`src/dtf_pkg.sv`:
```
// Shared types, character codes and the power-of-ten table for the decimal
// text formatter. No dependencies; compile first.
package dtf_pkg;

  typedef logic [7:0] char_t;

  // Formatter sequencer states
  typedef enum logic [2:0] {
    ST_IDLE,
    ST_PREP,
    ST_PAD,
    ST_SIGN,
    ST_SUB,
    ST_LAST
  } dtf_state_t;

  localparam int unsigned DEF_MAX_WIDTH = 32;
  localparam int unsigned VALUE_W       = 16;
  localparam int unsigned FIELD_W       = 6;

  localparam char_t PAD_RESET  = 8'd32;
  localparam char_t CHAR_ZERO  = 8'h30;
  localparam char_t CHAR_MINUS = 8'h2D;

  // Power of ten for leading digit position idx (10000 down to 10)
  function automatic logic [VALUE_W-1:0] pow_ten(input logic [1:0] idx);
    logic [VALUE_W-1:0] p;
    case (idx)
      2'd0:    p = 16'd10000;
      2'd1:    p = 16'd1000;
      2'd2:    p = 16'd100;
      default: p = 16'd10;
    endcase
    return p;
  endfunction

endpackage

```
`src/dtf_in_if.sv`:
```
// Input channel of the decimal text formatter: valid/ready plus the number,
// its mode and its field width. Depends on dtf_pkg.
interface dtf_in_if;
  logic                         valid;
  logic                         ready;
  logic                         cmd;
  logic [dtf_pkg::VALUE_W-1:0]  value;
  logic [dtf_pkg::FIELD_W-1:0]  field_width;

  modport source (output valid, cmd, value, field_width, input ready);
  modport sink   (input valid, cmd, value, field_width, output ready);
endinterface

```
`src/dtf_out_if.sv`:
```
// Result channel of the decimal text formatter: one ASCII character per item
// with a last flag. Depends on dtf_pkg.
interface dtf_out_if;
  logic            valid;
  logic            ready;
  dtf_pkg::char_t  out_char;
  logic            last;

  modport source (output valid, out_char, last, input ready);
  modport sink   (input valid, out_char, last, output ready);
endinterface

```
`src/decimal_text_formatter.sv`:
```
// Top level of the decimal text formatter: sequencer, repeated-subtraction
// digit unit and output register. Depends on dtf_pkg, dtf_in_if, dtf_out_if.
//
// Usage:
//   in_ch  : one number per item (cmd 0 unsigned, 1 signed; value; field_width).
//   out_ch : one ASCII character per item, last set on the final digit.
//   cfg_we / cfg_wdata : write the pad character (reset value is a space).
// Each number yields its padding, an optional minus sign and its digits,
// one character per cycle while out_ch is ready and no digit is being found.
// Leading digits are found by subtracting a power of ten once per cycle and
// counting the subtractions; the units digit is what remains.
// An item is accepted, then prepared, then its pads, sign and digits follow;
// in_ch.ready is high only between numbers. The final character sits in the
// output register while the next number is accepted.
// Reset clears the sequencer and the output register and sets the pad
// character to a space. When out_ch stalls, the held character stays and the
// sequencer waits; no character is dropped or repeated.
module decimal_text_formatter #(
  parameter int unsigned MAX_WIDTH = dtf_pkg::DEF_MAX_WIDTH
) (
  input  logic               clk,
  input  logic               rst_n,
  dtf_in_if.sink             in_ch,
  dtf_out_if.source          out_ch,
  input  logic               cfg_we,
  input  dtf_pkg::char_t     cfg_wdata
);
  import dtf_pkg::*;

  localparam int unsigned PW = $clog2(MAX_WIDTH + 1);
  localparam int unsigned CW = (PW > FIELD_W) ? PW : FIELD_W;

  dtf_state_t          state_r, state_nxt;
  char_t               pad_r;
  logic                neg_r;
  logic                multi_r;
  logic [VALUE_W-1:0]  mag_r;
  logic [CW-1:0]       width_r;
  logic [CW-1:0]       pad_cnt_r;
  logic [1:0]          idx_r;
  logic [3:0]          dig_r;
  logic                out_valid_r;
  char_t               out_char_r;
  logic                out_last_r;

  logic                in_acc;
  logic                out_free;
  logic                emit;
  char_t               emit_char;
  logic                emit_last;
  logic                sub_ok;
  logic [2:0]          nd;
  logic [2:0]          len;
  logic [CW-1:0]       len_ext;
  logic [CW-1:0]       fw_ext;
  logic [CW-1:0]       pad_calc;
  logic [VALUE_W-1:0]  pow_cur;

  assign in_ch.ready  = (state_r == ST_IDLE);
  assign in_acc       = in_ch.valid && in_ch.ready;
  assign out_free     = !out_valid_r || out_ch.ready;
  assign out_ch.valid    = out_valid_r;
  assign out_ch.out_char = out_char_r;
  assign out_ch.last     = out_last_r;

  // Digit count, text length and pad count of the held magnitude
  always_comb begin
    nd = 3'd1;
    if (mag_r >= 16'd10)    nd = 3'd2;
    if (mag_r >= 16'd100)   nd = 3'd3;
    if (mag_r >= 16'd1000)  nd = 3'd4;
    if (mag_r >= 16'd10000) nd = 3'd5;
    len     = nd + {2'b00, neg_r};
    len_ext = CW'(len);
    pad_calc = (width_r > len_ext) ? (width_r - len_ext) : '0;
  end

  assign fw_ext  = CW'(in_ch.field_width);
  assign pow_cur = pow_ten(idx_r);
  assign sub_ok  = (mag_r >= pow_cur);

  // Next state
  always_comb begin
    state_nxt = state_r;
    unique case (state_r)
      ST_IDLE: begin
        if (in_acc) state_nxt = ST_PREP;
      end
      ST_PREP: begin
        if (pad_calc != '0)  state_nxt = ST_PAD;
        else if (neg_r)      state_nxt = ST_SIGN;
        else if (nd > 3'd1)  state_nxt = ST_SUB;
        else                 state_nxt = ST_LAST;
      end
      ST_PAD: begin
        if (out_free && pad_cnt_r == CW'(1)) begin
          if (neg_r)        state_nxt = ST_SIGN;
          else if (multi_r) state_nxt = ST_SUB;
          else              state_nxt = ST_LAST;
        end
      end
      ST_SIGN: begin
        if (out_free) state_nxt = multi_r ? ST_SUB : ST_LAST;
      end
      ST_SUB: begin
        if (!sub_ok && out_free && idx_r == 2'd3) state_nxt = ST_LAST;
      end
      ST_LAST: begin
        if (out_free) state_nxt = ST_IDLE;
      end
      default: state_nxt = ST_IDLE;
    endcase
  end

  // Character offered to the output register
  always_comb begin
    emit      = 1'b0;
    emit_char = pad_r;
    emit_last = 1'b0;
    unique case (state_r)
      ST_PAD: begin
        emit      = out_free;
        emit_char = pad_r;
      end
      ST_SIGN: begin
        emit      = out_free;
        emit_char = CHAR_MINUS;
      end
      ST_SUB: begin
        emit      = out_free && !sub_ok;
        emit_char = CHAR_ZERO + {4'd0, dig_r};
      end
      ST_LAST: begin
        emit      = out_free;
        emit_char = CHAR_ZERO + {4'd0, mag_r[3:0]};
        emit_last = 1'b1;
      end
      default: begin
        emit = 1'b0;
      end
    endcase
  end

  // Sequencer state and pad register
  always_ff @(posedge clk) begin
    if (!rst_n) begin
      state_r <= ST_IDLE;
      pad_r   <= PAD_RESET;
    end else begin
      state_r <= state_nxt;
      if (cfg_we) pad_r <= cfg_wdata;
    end
  end

  // Datapath: capture, prepare, count pads, subtract powers of ten
  always_ff @(posedge clk) begin
    case (state_r)
      ST_IDLE: begin
        if (in_acc) begin
          neg_r   <= in_ch.cmd && in_ch.value[VALUE_W-1];
          mag_r   <= (in_ch.cmd && in_ch.value[VALUE_W-1]) ? (~in_ch.value + 16'd1)
                                                           : in_ch.value;
          width_r <= (fw_ext > CW'(MAX_WIDTH)) ? CW'(MAX_WIDTH) : fw_ext;
        end
      end
      ST_PREP: begin
        pad_cnt_r <= pad_calc;
        multi_r   <= (nd > 3'd1);
        idx_r     <= 2'(3'd5 - nd);
        dig_r     <= 4'd0;
      end
      ST_PAD: begin
        if (out_free) pad_cnt_r <= pad_cnt_r - CW'(1);
      end
      ST_SUB: begin
        if (sub_ok) begin
          mag_r <= mag_r - pow_cur;
          dig_r <= dig_r + 4'd1;
        end else if (out_free) begin
          dig_r <= 4'd0;
          idx_r <= idx_r + 2'd1;
        end
      end
      default: begin
      end
    endcase
  end

  // Output register: load on emit, drop once taken
  always_ff @(posedge clk) begin
    if (!rst_n) begin
      out_valid_r <= 1'b0;
    end else if (emit) begin
      out_valid_r <= 1'b1;
    end else if (out_ch.ready) begin
      out_valid_r <= 1'b0;
    end
  end

  always_ff @(posedge clk) begin
    if (emit) begin
      out_char_r <= emit_char;
      out_last_r <= emit_last;
    end
  end

`ifndef SYNTHESIS
  a_digit_range: assert property (@(posedge clk) disable iff (!rst_n)
    dig_r <= 4'd9 || state_r != ST_SUB)
    else $error("digit counter exceeded nine");

  a_pad_nonzero: assert property (@(posedge clk) disable iff (!rst_n)
    state_r == ST_PAD |-> pad_cnt_r != '0)
    else $error("pad state with zero pad count");

  a_accept_busy: assert property (@(posedge clk) disable iff (!rst_n)
    in_acc |=> !in_ch.ready)
    else $error("ready held after accepting an item");
`endif

endmodule

```
`src/flat_wrapper.sv`:
```
// flat-port wrapper written by rule: the top's interface ports become plain ports
module decimal_text_formatter_flat import dtf_pkg::*;
#(
  parameter int unsigned MAX_WIDTH = dtf_pkg::DEF_MAX_WIDTH
)
  (clk, rst_n, cfg_we, cfg_wdata, in_ch_valid, in_ch_cmd, in_ch_value, in_ch_field_width, in_ch_ready, out_ch_valid, out_ch_out_char, out_ch_last, out_ch_ready);
  dtf_in_if in_ch_i ();
  dtf_out_if out_ch_i ();
  input  logic clk;
  input  logic rst_n;
  input  logic cfg_we;
  input  dtf_pkg::char_t cfg_wdata;
  input wire logic [$bits(in_ch_i.valid)-1:0] in_ch_valid;
  input wire logic [$bits(in_ch_i.cmd)-1:0] in_ch_cmd;
  input wire logic [$bits(in_ch_i.value)-1:0] in_ch_value;
  input wire logic [$bits(in_ch_i.field_width)-1:0] in_ch_field_width;
  output wire logic [$bits(in_ch_i.ready)-1:0] in_ch_ready;
  output wire logic [$bits(out_ch_i.valid)-1:0] out_ch_valid;
  output wire logic [$bits(out_ch_i.out_char)-1:0] out_ch_out_char;
  output wire logic [$bits(out_ch_i.last)-1:0] out_ch_last;
  input wire logic [$bits(out_ch_i.ready)-1:0] out_ch_ready;
  assign in_ch_i.valid = in_ch_valid;
  assign in_ch_i.cmd = in_ch_cmd;
  assign in_ch_i.value = in_ch_value;
  assign in_ch_i.field_width = in_ch_field_width;
  assign in_ch_ready = in_ch_i.ready;
  assign out_ch_valid = out_ch_i.valid;
  assign out_ch_out_char = out_ch_i.out_char;
  assign out_ch_last = out_ch_i.last;
  assign out_ch_i.ready = out_ch_ready;
  decimal_text_formatter #(.MAX_WIDTH(MAX_WIDTH)) u_core (.clk(clk), .rst_n(rst_n), .in_ch(in_ch_i), .out_ch(out_ch_i), .cfg_we(cfg_we), .cfg_wdata(cfg_wdata));
endmodule
```
`config.mk`:
```
export PLATFORM = sky130hd
export DESIGN_NAME = decimal_text_formatter_flat
export DESIGN_NICKNAME = d
export VERILOG_FILES = /design/src/dtf_pkg.sv /design/src/dtf_in_if.sv /design/src/dtf_out_if.sv /design/src/decimal_text_formatter.sv /design/src/flat_wrapper.sv
export SDC_FILE = /design/constraint.sdc
export NUM_CORES = 1
export LEC_CHECK = 0
export BUFFER_PORTS_ARGS = -buffer_cell sky130_fd_sc_hd__buf_2
export CAP_MARGIN = 20
export CORE_ASPECT_RATIO = 0.7
export CORE_MARGIN = 2
export CORE_UTILIZATION = 54
export CTS_CLUSTER_DIAMETER = 150
export CTS_CLUSTER_SIZE = 30
export DETAILED_ROUTE_END_ITERATION = 8
export PLACE_DENSITY_LB_ADDON = 0.12
export SLEW_MARGIN = 10
export SYNTH_ARGS = -nofsm -noshare
export SYNTH_HDL_FRONTEND = slang
export SYNTH_SLANG_ARGS = --single-unit
export TNS_END_PERCENT = 5
```
`constraint.sdc`:
```
create_clock -name clk -period 6.3 [get_ports clk]
set_input_delay 0 -clock clk [delete_from_list [all_inputs] [get_ports clk]]
set_output_delay 0 -clock clk [all_outputs]
set_load 0.02 [all_outputs]
```
# Yosys cells after proc, flatten, opt, wreduce, memory -nomap -nowiden
# Index checks and enable logic that the tools add are counted.
dict set report op_classes {
  n_mux 34
  addsub 10
  n_mul 0
  n_reduce_logical 22
  n_bitwise 1
  n_shift 0
  div 0
  n_eq_ne 19
  magnitude_cmp 8
}
# operator n
set op_table {}
lappend op_table {{16-bit two-way mux} 3}
lappend op_table {{14-bit case mux with 3 select lines} 1}
lappend op_table {{16-bit case mux with 2 select lines} 1}
lappend op_table {{3-bit two-way mux} 10}
lappend op_table {{8-bit case mux with 3 select lines} 1}
lappend op_table {{3-bit case mux with 6 select lines} 1}
lappend op_table {{16-bit by 1-bit adder with 16-bit output (second input constant)} 1}
lappend op_table {{16-bit by 10-bit greater-or-equal comparator with 1-bit output (second input constant)} 1}
lappend op_table {{16-bit by 14-bit greater-or-equal comparator with 1-bit output} 1}
lappend op_table {{16-bit by 14-bit greater-or-equal comparator with 1-bit output (second input constant)} 1}
lappend op_table {{16-bit by 4-bit greater-or-equal comparator with 1-bit output (second input constant)} 1}
lappend op_table {{16-bit by 7-bit greater-or-equal comparator with 1-bit output (second input constant)} 1}
lappend op_table {{16-bit inverter} 1}
lappend op_table {{16-bit by 14-bit subtractor with 16-bit output} 1}
lappend op_table {{6-bit by 4-bit adder with 7-bit output (first input constant)} 2}
lappend op_table {{2-bit by 1-bit inequality test with 1-bit output (second input constant)} 7}
lappend op_table {{6-bit two-way mux} 2}
lappend op_table {{6-bit case mux with 2 select lines} 1}
lappend op_table {{2-bit two-way mux} 4}
lappend op_table {{4-bit two-way mux} 2}
lappend op_table {{4-bit case mux with 2 select lines} 1}
lappend op_table {{2-bit nonzero test} 4}
lappend op_table {{3-bit by 2-bit == test with 1-bit output (second input constant)} 2}
lappend op_table {{3-bit == test (second input constant)} 2}
lappend op_table {{28 further kinds} 42}
dict set report word_totals {
  reg_bits 57
  word_cells 106
  latch_bits 0
  romBits 0
  in_bits 36
  ramBits 0
  memories 0
  output_inout_bits 11
}

# Logic depth before layout (Yosys ltp)
dict set report depth {
  word_depth 11
  ltp_mapped 15
  mapped_depth_nobuf 15
}

# Least setup slack after synthesis
# OpenSTA, ideal clock, no wires.
dict set report synth_path {
  path_kind {reg2reg}
  startpoint {register u_core.mag_r[11]}
  endpoint {register u_core.state_r[0]}
  n_path_buf 0
  synth_period_minus_slack_ns 3.503
  path_slack_ns 2.797
  arrival_ns 3.419
  required_ns 6.216
  stages_incl_launch_ff 15
  setup_time_ns 0.084
  cell_sequence {edfxtp_1 > nor2_1 > nand2_1 > nor4_1 > o31ai_1 > nand3_1 > ha_1 > ha_1 > fa_1 > xnor2_1 > or3_4 > nor4b_2 > a211oi_1 > o221a_1 > o31ai_2}
}
dict set report synth_via {
  elab_chain_len 11
  word_cells_on_any_way 24
  cone_classes {2 x add/sub; 7 x order compare; 1 x eq/ne; 9 x mux; 5 x reduce/logical}
}
# element line_no
set synth_rtl {}
lappend synth_rtl {{start, declared} decimal_text_formatter.sv:37} ;# logic [VALUE_W-1:0] mag_r;
lappend synth_rtl {{start signal, assigned} decimal_text_formatter.sv:161} ;# mag_r <= (in_ch.cmd && in_ch.value[VALUE_W-1]) ? (~in_ch.value + 16'd1)
lappend synth_rtl {{start signal, assigned} decimal_text_formatter.sv:177} ;# mag_r <= mag_r - pow_cur;
lappend synth_rtl {{16-bit by 4-bit greater-or-equal comparator with 1-bit output} decimal_text_formatter.sv:69} ;# if (mag_r >= 16'd10) nd = 3'd2;
lappend synth_rtl {{2-bit two-way mux} decimal_text_formatter.sv:69}
lappend synth_rtl {{2-bit two-way mux} decimal_text_formatter.sv:70} ;# if (mag_r >= 16'd100) nd = 3'd3;
lappend synth_rtl {{3-bit two-way mux} decimal_text_formatter.sv:71} ;# if (mag_r >= 16'd1000) nd = 3'd4;
lappend synth_rtl {{3-bit two-way mux} decimal_text_formatter.sv:72} ;# if (mag_r >= 16'd10000) nd = 3'd5;
lappend synth_rtl {{3-bit by 1-bit adder with 3-bit output} decimal_text_formatter.sv:73} ;# len = nd + {2'b00, neg_r};
lappend synth_rtl {{6-bit by 3-bit subtractor with 6-bit output or 6-bit by 3-bit greater-than comparator with 1-bit output (tied branches)} decimal_text_formatter.sv:75} ;# pad_calc = (width_r > len_ext) ? (width_r - len_ext) : '0;
lappend synth_rtl {{6-bit two-way mux} decimal_text_formatter.sv:75}
lappend synth_rtl {{6-bit nonzero test} decimal_text_formatter.sv:90} ;# if (pad_calc != '0) state_nxt = ST_PAD;
lappend synth_rtl {{3-bit two-way mux} decimal_text_formatter.sv:90}
lappend synth_rtl {{3-bit case mux with 6 select lines} decimal_text_formatter.sv:85} ;# unique case (state_r)
lappend synth_rtl {{end signal, assigned} decimal_text_formatter.sv:150} ;# state_r <= state_nxt;
lappend synth_rtl {{end, declared} decimal_text_formatter.sv:33} ;# dtf_state_t state_r, state_nxt;
# Parallel ways exist; a longest one is shown, timed or not.
# A chain may end at the register's enable or synchronous reset.

# Final worst setup path
# Ends and elaborated chain as after synthesis.

==> qor.yml <==
status:
  run_status: "complete, no violations"
timing:
  fin_crit_ps: 3860
  setup-violations-final: 0
  skew_ps: 11.9
  rsz0062_at_grt: "false"
  relSlewSlack: 0.323
  max_freq_ghz: 0.259
  hold_viol: 0
  post-route-period-util: 0.613
  report.final.slew_viol_count: 0
  worstMarginPinSlew_ps: 1010
  fin_tns_setup_ps: 0
power_and_ir_drop:
  power_density_mw_per_mm2: 453
  max-vdd-ir-drop_v: 0.000219
  p_sw_frac: 0.432
  power.total_mw: 2.10
  p_comb_frac: 0.486
  p_sw_mw: 0.909
  clockPowerShare: 0.184
  p_int_mw: 1.20
  power_leakage_nw: 1.91
  p_seq_frac: 0.330
floorplanning:
  die_h_um: 75.8
  start_util: 0.551
  row_count: 26
  die-area_mm2: 0.00809
  die_w_um: 107
  ios: 47
  core_mm2: 0.00722
finish:
  nets: 548
  syn_to_final_growth_pct: 16.8
  final_area_mm2: 0.00465
  diodes: 0
  drive_gt1_frac: 0.147
  final_cells: 587
  final_util: 0.644
logic_synthesis:
  ys.warnings.count: 0
  async_flop_share: 0
  synth_edf_count: 45
  ys_ff_latch: 57
  netlist-cell-type-count: 61
  netlist_area_mm2: 0.00398
  synth_ff_type: "edfxtp_1"
  synth.avg_cell_area_um2: 9.37
  syn-num-nets: 489
  seq_area_frac_synth: 0.400
  netlist_instances: 425
detailed_routing:
  first_pass_iters: 5
  vias: 3419
  drc: 0
  wire_per_inst_um: 15.8
  vias_per_cell: 5.82
  first_iter_violations: 227
  routed_wl_mm: 9.25
  ant_nets: 0
clock_network:
  hold_buffers: 15
  cts-buffers-inserted: 9
  root_buffer: "clkbuf_8"
  cts_max_level: 3
  cts_resized: 0
  cts.path.max_buffers: 2
  clkLatencyLatePin_ps: 340
  cts_tree: "built"
  clk_pin_slew_worst_paths_ps: 70
  cts.sinks: 57
  postCtsSetupBuffers: 0
worst_setup_path:
  cp_slowest_cell: "nor4_1"
  cp-start-kind: "register"
  crit_buf_inv: 0
  endpoint_kind: "register"
  critPathMaxStageDelay_ps: 460
  critPathArrivalTime_ps: 4130
  setup.worst_path.class: "reg2reg"
  critPathMaxFanout: 6
  worstPathCellList: "nor2_1 -> nand2_1 -> nor4_1 -> o31ai_1 -> nand3_1 -> ha_1 -> ha_1 -> fa_1 -> xnor2_1 -> or3_4 -> nor4b_2 -> a211oi_1 -> o221a_1 -> o31ai_2"
  cp_common_cell: "ha_1"
  required_ps: 6560
  critPathTopFamily: "simple AND/OR/NAND/NOR gates"
placement:
  hpwl_mm: 6.91
  port_buffers: 46
  gp_congestion: 0.920
  placed_cells: 556
  placed_area_mm2: 0.00428
global_routing:
  grt_first_pass_wirelength_mm: 15.0
  grt_overflow: 0
  antenna_found_initial: 0
  globalRouteTotalUtil: 0.243
  grt_max_degree: 26
  grt_pass1_vias: 3042
worst_hold_path:
  hold_class: "in2reg"
run:
  drv_cap: 0
==> area by class of cell <==
class | instances | area (um2)
Multi-Input combinational cell | 329 | 2240
Clock buffer | 10 | 128
Fill cell | 631 | 2570
Clock inverter | 6 | 91.3
Inverter | 26 | 97.6
Tap cell | 98 | 123
Sequential cell | 57 | 1590
Timing Repair Buffer | 61 | 380
==> worst reg2reg max path, delay by kind of cell (launching register included) <==
kind,cells,cell delay (ps)
compound gates,4,690
xor+xnor,1,160
fa+ha+maj,3,860
flops,1,450
simple gates,6,1620
==> power groups by stage <==
stage	clock network (mW)	registers [mW]	logic, mW
5_1_grt	0.407	0.710	1.13
3_3_place_gp	0	0.695	0.982
6_report	0.388	0.694	1.02
3_5_place_dp	0	0.699	0.993
4_1_cts	0.390	0.690	1.01
2_1_floorplan	0	0.659	0.768
==> metrics by stage <==
stage / setup WS, ps / hold slack, ps
6_report: 2440 / 62.7
5_1_grt: 2060 / 67.8
4_1_cts: 2430 / 54.5
3_5_place_dp: 2450 / 234
3_3_place_gp: 2590 / 224
2_1_floorplan: 2800 / 61.9
==> synthesized netlist by cell type (4+ instances only) <==
master / count / area share
a21oi_1: 24 / 0.030
a31oi_1: 5 / 0.0079
and2_1: 6 / 0.0094
and3_1: 8 / 0.013
clkbuf_1: 9 / 0.0085
dfxtp_1: 12 / 0.060
edfxtp_1: 45 / 0.34
ha_1: 26 / 0.082
inv_1: 25 / 0.024
mux2i_1: 15 / 0.038
nand2_1: 31 / 0.029
nand2b_1: 5 / 0.0079
nand3_1: 12 / 0.015
nand4_1: 4 / 0.0063
nor2_1: 44 / 0.041
nor2b_1: 9 / 0.014
nor3_1: 11 / 0.014
nor4_1: 6 / 0.0094
o211ai_1: 4 / 0.0075
o21a_1: 6 / 0.011
o21ai_0: 17 / 0.021
o21ai_1: 14 / 0.018
o31ai_1: 5 / 0.0094
xnor2_1: 14 / 0.031
xor2_1: 18 / 0.040
==> placed cells by master (no fill, tap or decap), types with 9 or more instances in the layout <==
cell	instances
nand2_1	31
ha_1	26
nor2_1	44
o21ai_0	17
inv_1	25
clkbuf_8	9
a21oi_1	24
dlygate4sd3_1	15
nor2b_1	9
o21ai_1	14
mux2i_1	15
buf_2	46
edfxtp_1	45
nand3_1	12
xor2_1	18
xnor2_1	14
dfxtp_1	12
nor3_1	11
==> path summary, 6_finish.rpt <==
path,from,to,slack (ps),cells past startpoint
min reg2reg,u_core.pad_r[1]$_SDFFE_PN0P_,u_core.pad_r[1]$_SDFFE_PN0P_,500,2
max,u_core.mag_r[11]$_DFFE_PP_,u_core.state_r[0]$_SDFFE_PN0P_,2440,14
min,in_ch_valid,u_core.mag_r[0]$_DFFE_PP_,60,2
max reg2reg,u_core.mag_r[11]$_DFFE_PP_,u_core.state_r[0]$_SDFFE_PN0P_,2440,14
==> sequential cells by signal (all words and copies together), names as in the netlist <==
register and count:
u_core.neg_r 1, u_core.out_ch.last 1, u_core.out_ch.valid 1, u_core.out_ch.out_char 8
u_core.idx_r 2, u_core.multi_r 1, u_core.pad_r 8, u_core.state_r 3
u_core.pad_cnt_r 6, u_core.dig_r 4, u_core.mag_r 16, u_core.width_r 6
==> per-layer routing <==
| layer | global-route usage | up-vias | wire [um] |
|---|---|---|---|
| met1 | 0.360 | 1606 | 4470 |
| met5 | 0 | - | 0 |
| met3 | 0.0590 | 7 | 846 |
| met4 | 0.0548 | 0 | 61 |
| li1 | - | 1670 | - |
| met2 | 0.363 | 136 | 3870 |
==> logic make-up after synthesis <==
| family | synth area share |
|---|---|
| muxes | 0.0377 |
| buffers and inverters | 0.0377 |
| and+or+nand+nor | 0.193 |
| AOI/OAI and AO/OA | 0.170 |
| xor gates and xnor gates | 0.0704 |
| adders and majority gates | 0.0918 |
| DFF | 0.400 |
No activity file was read; power rests on OpenSTA's default activity.
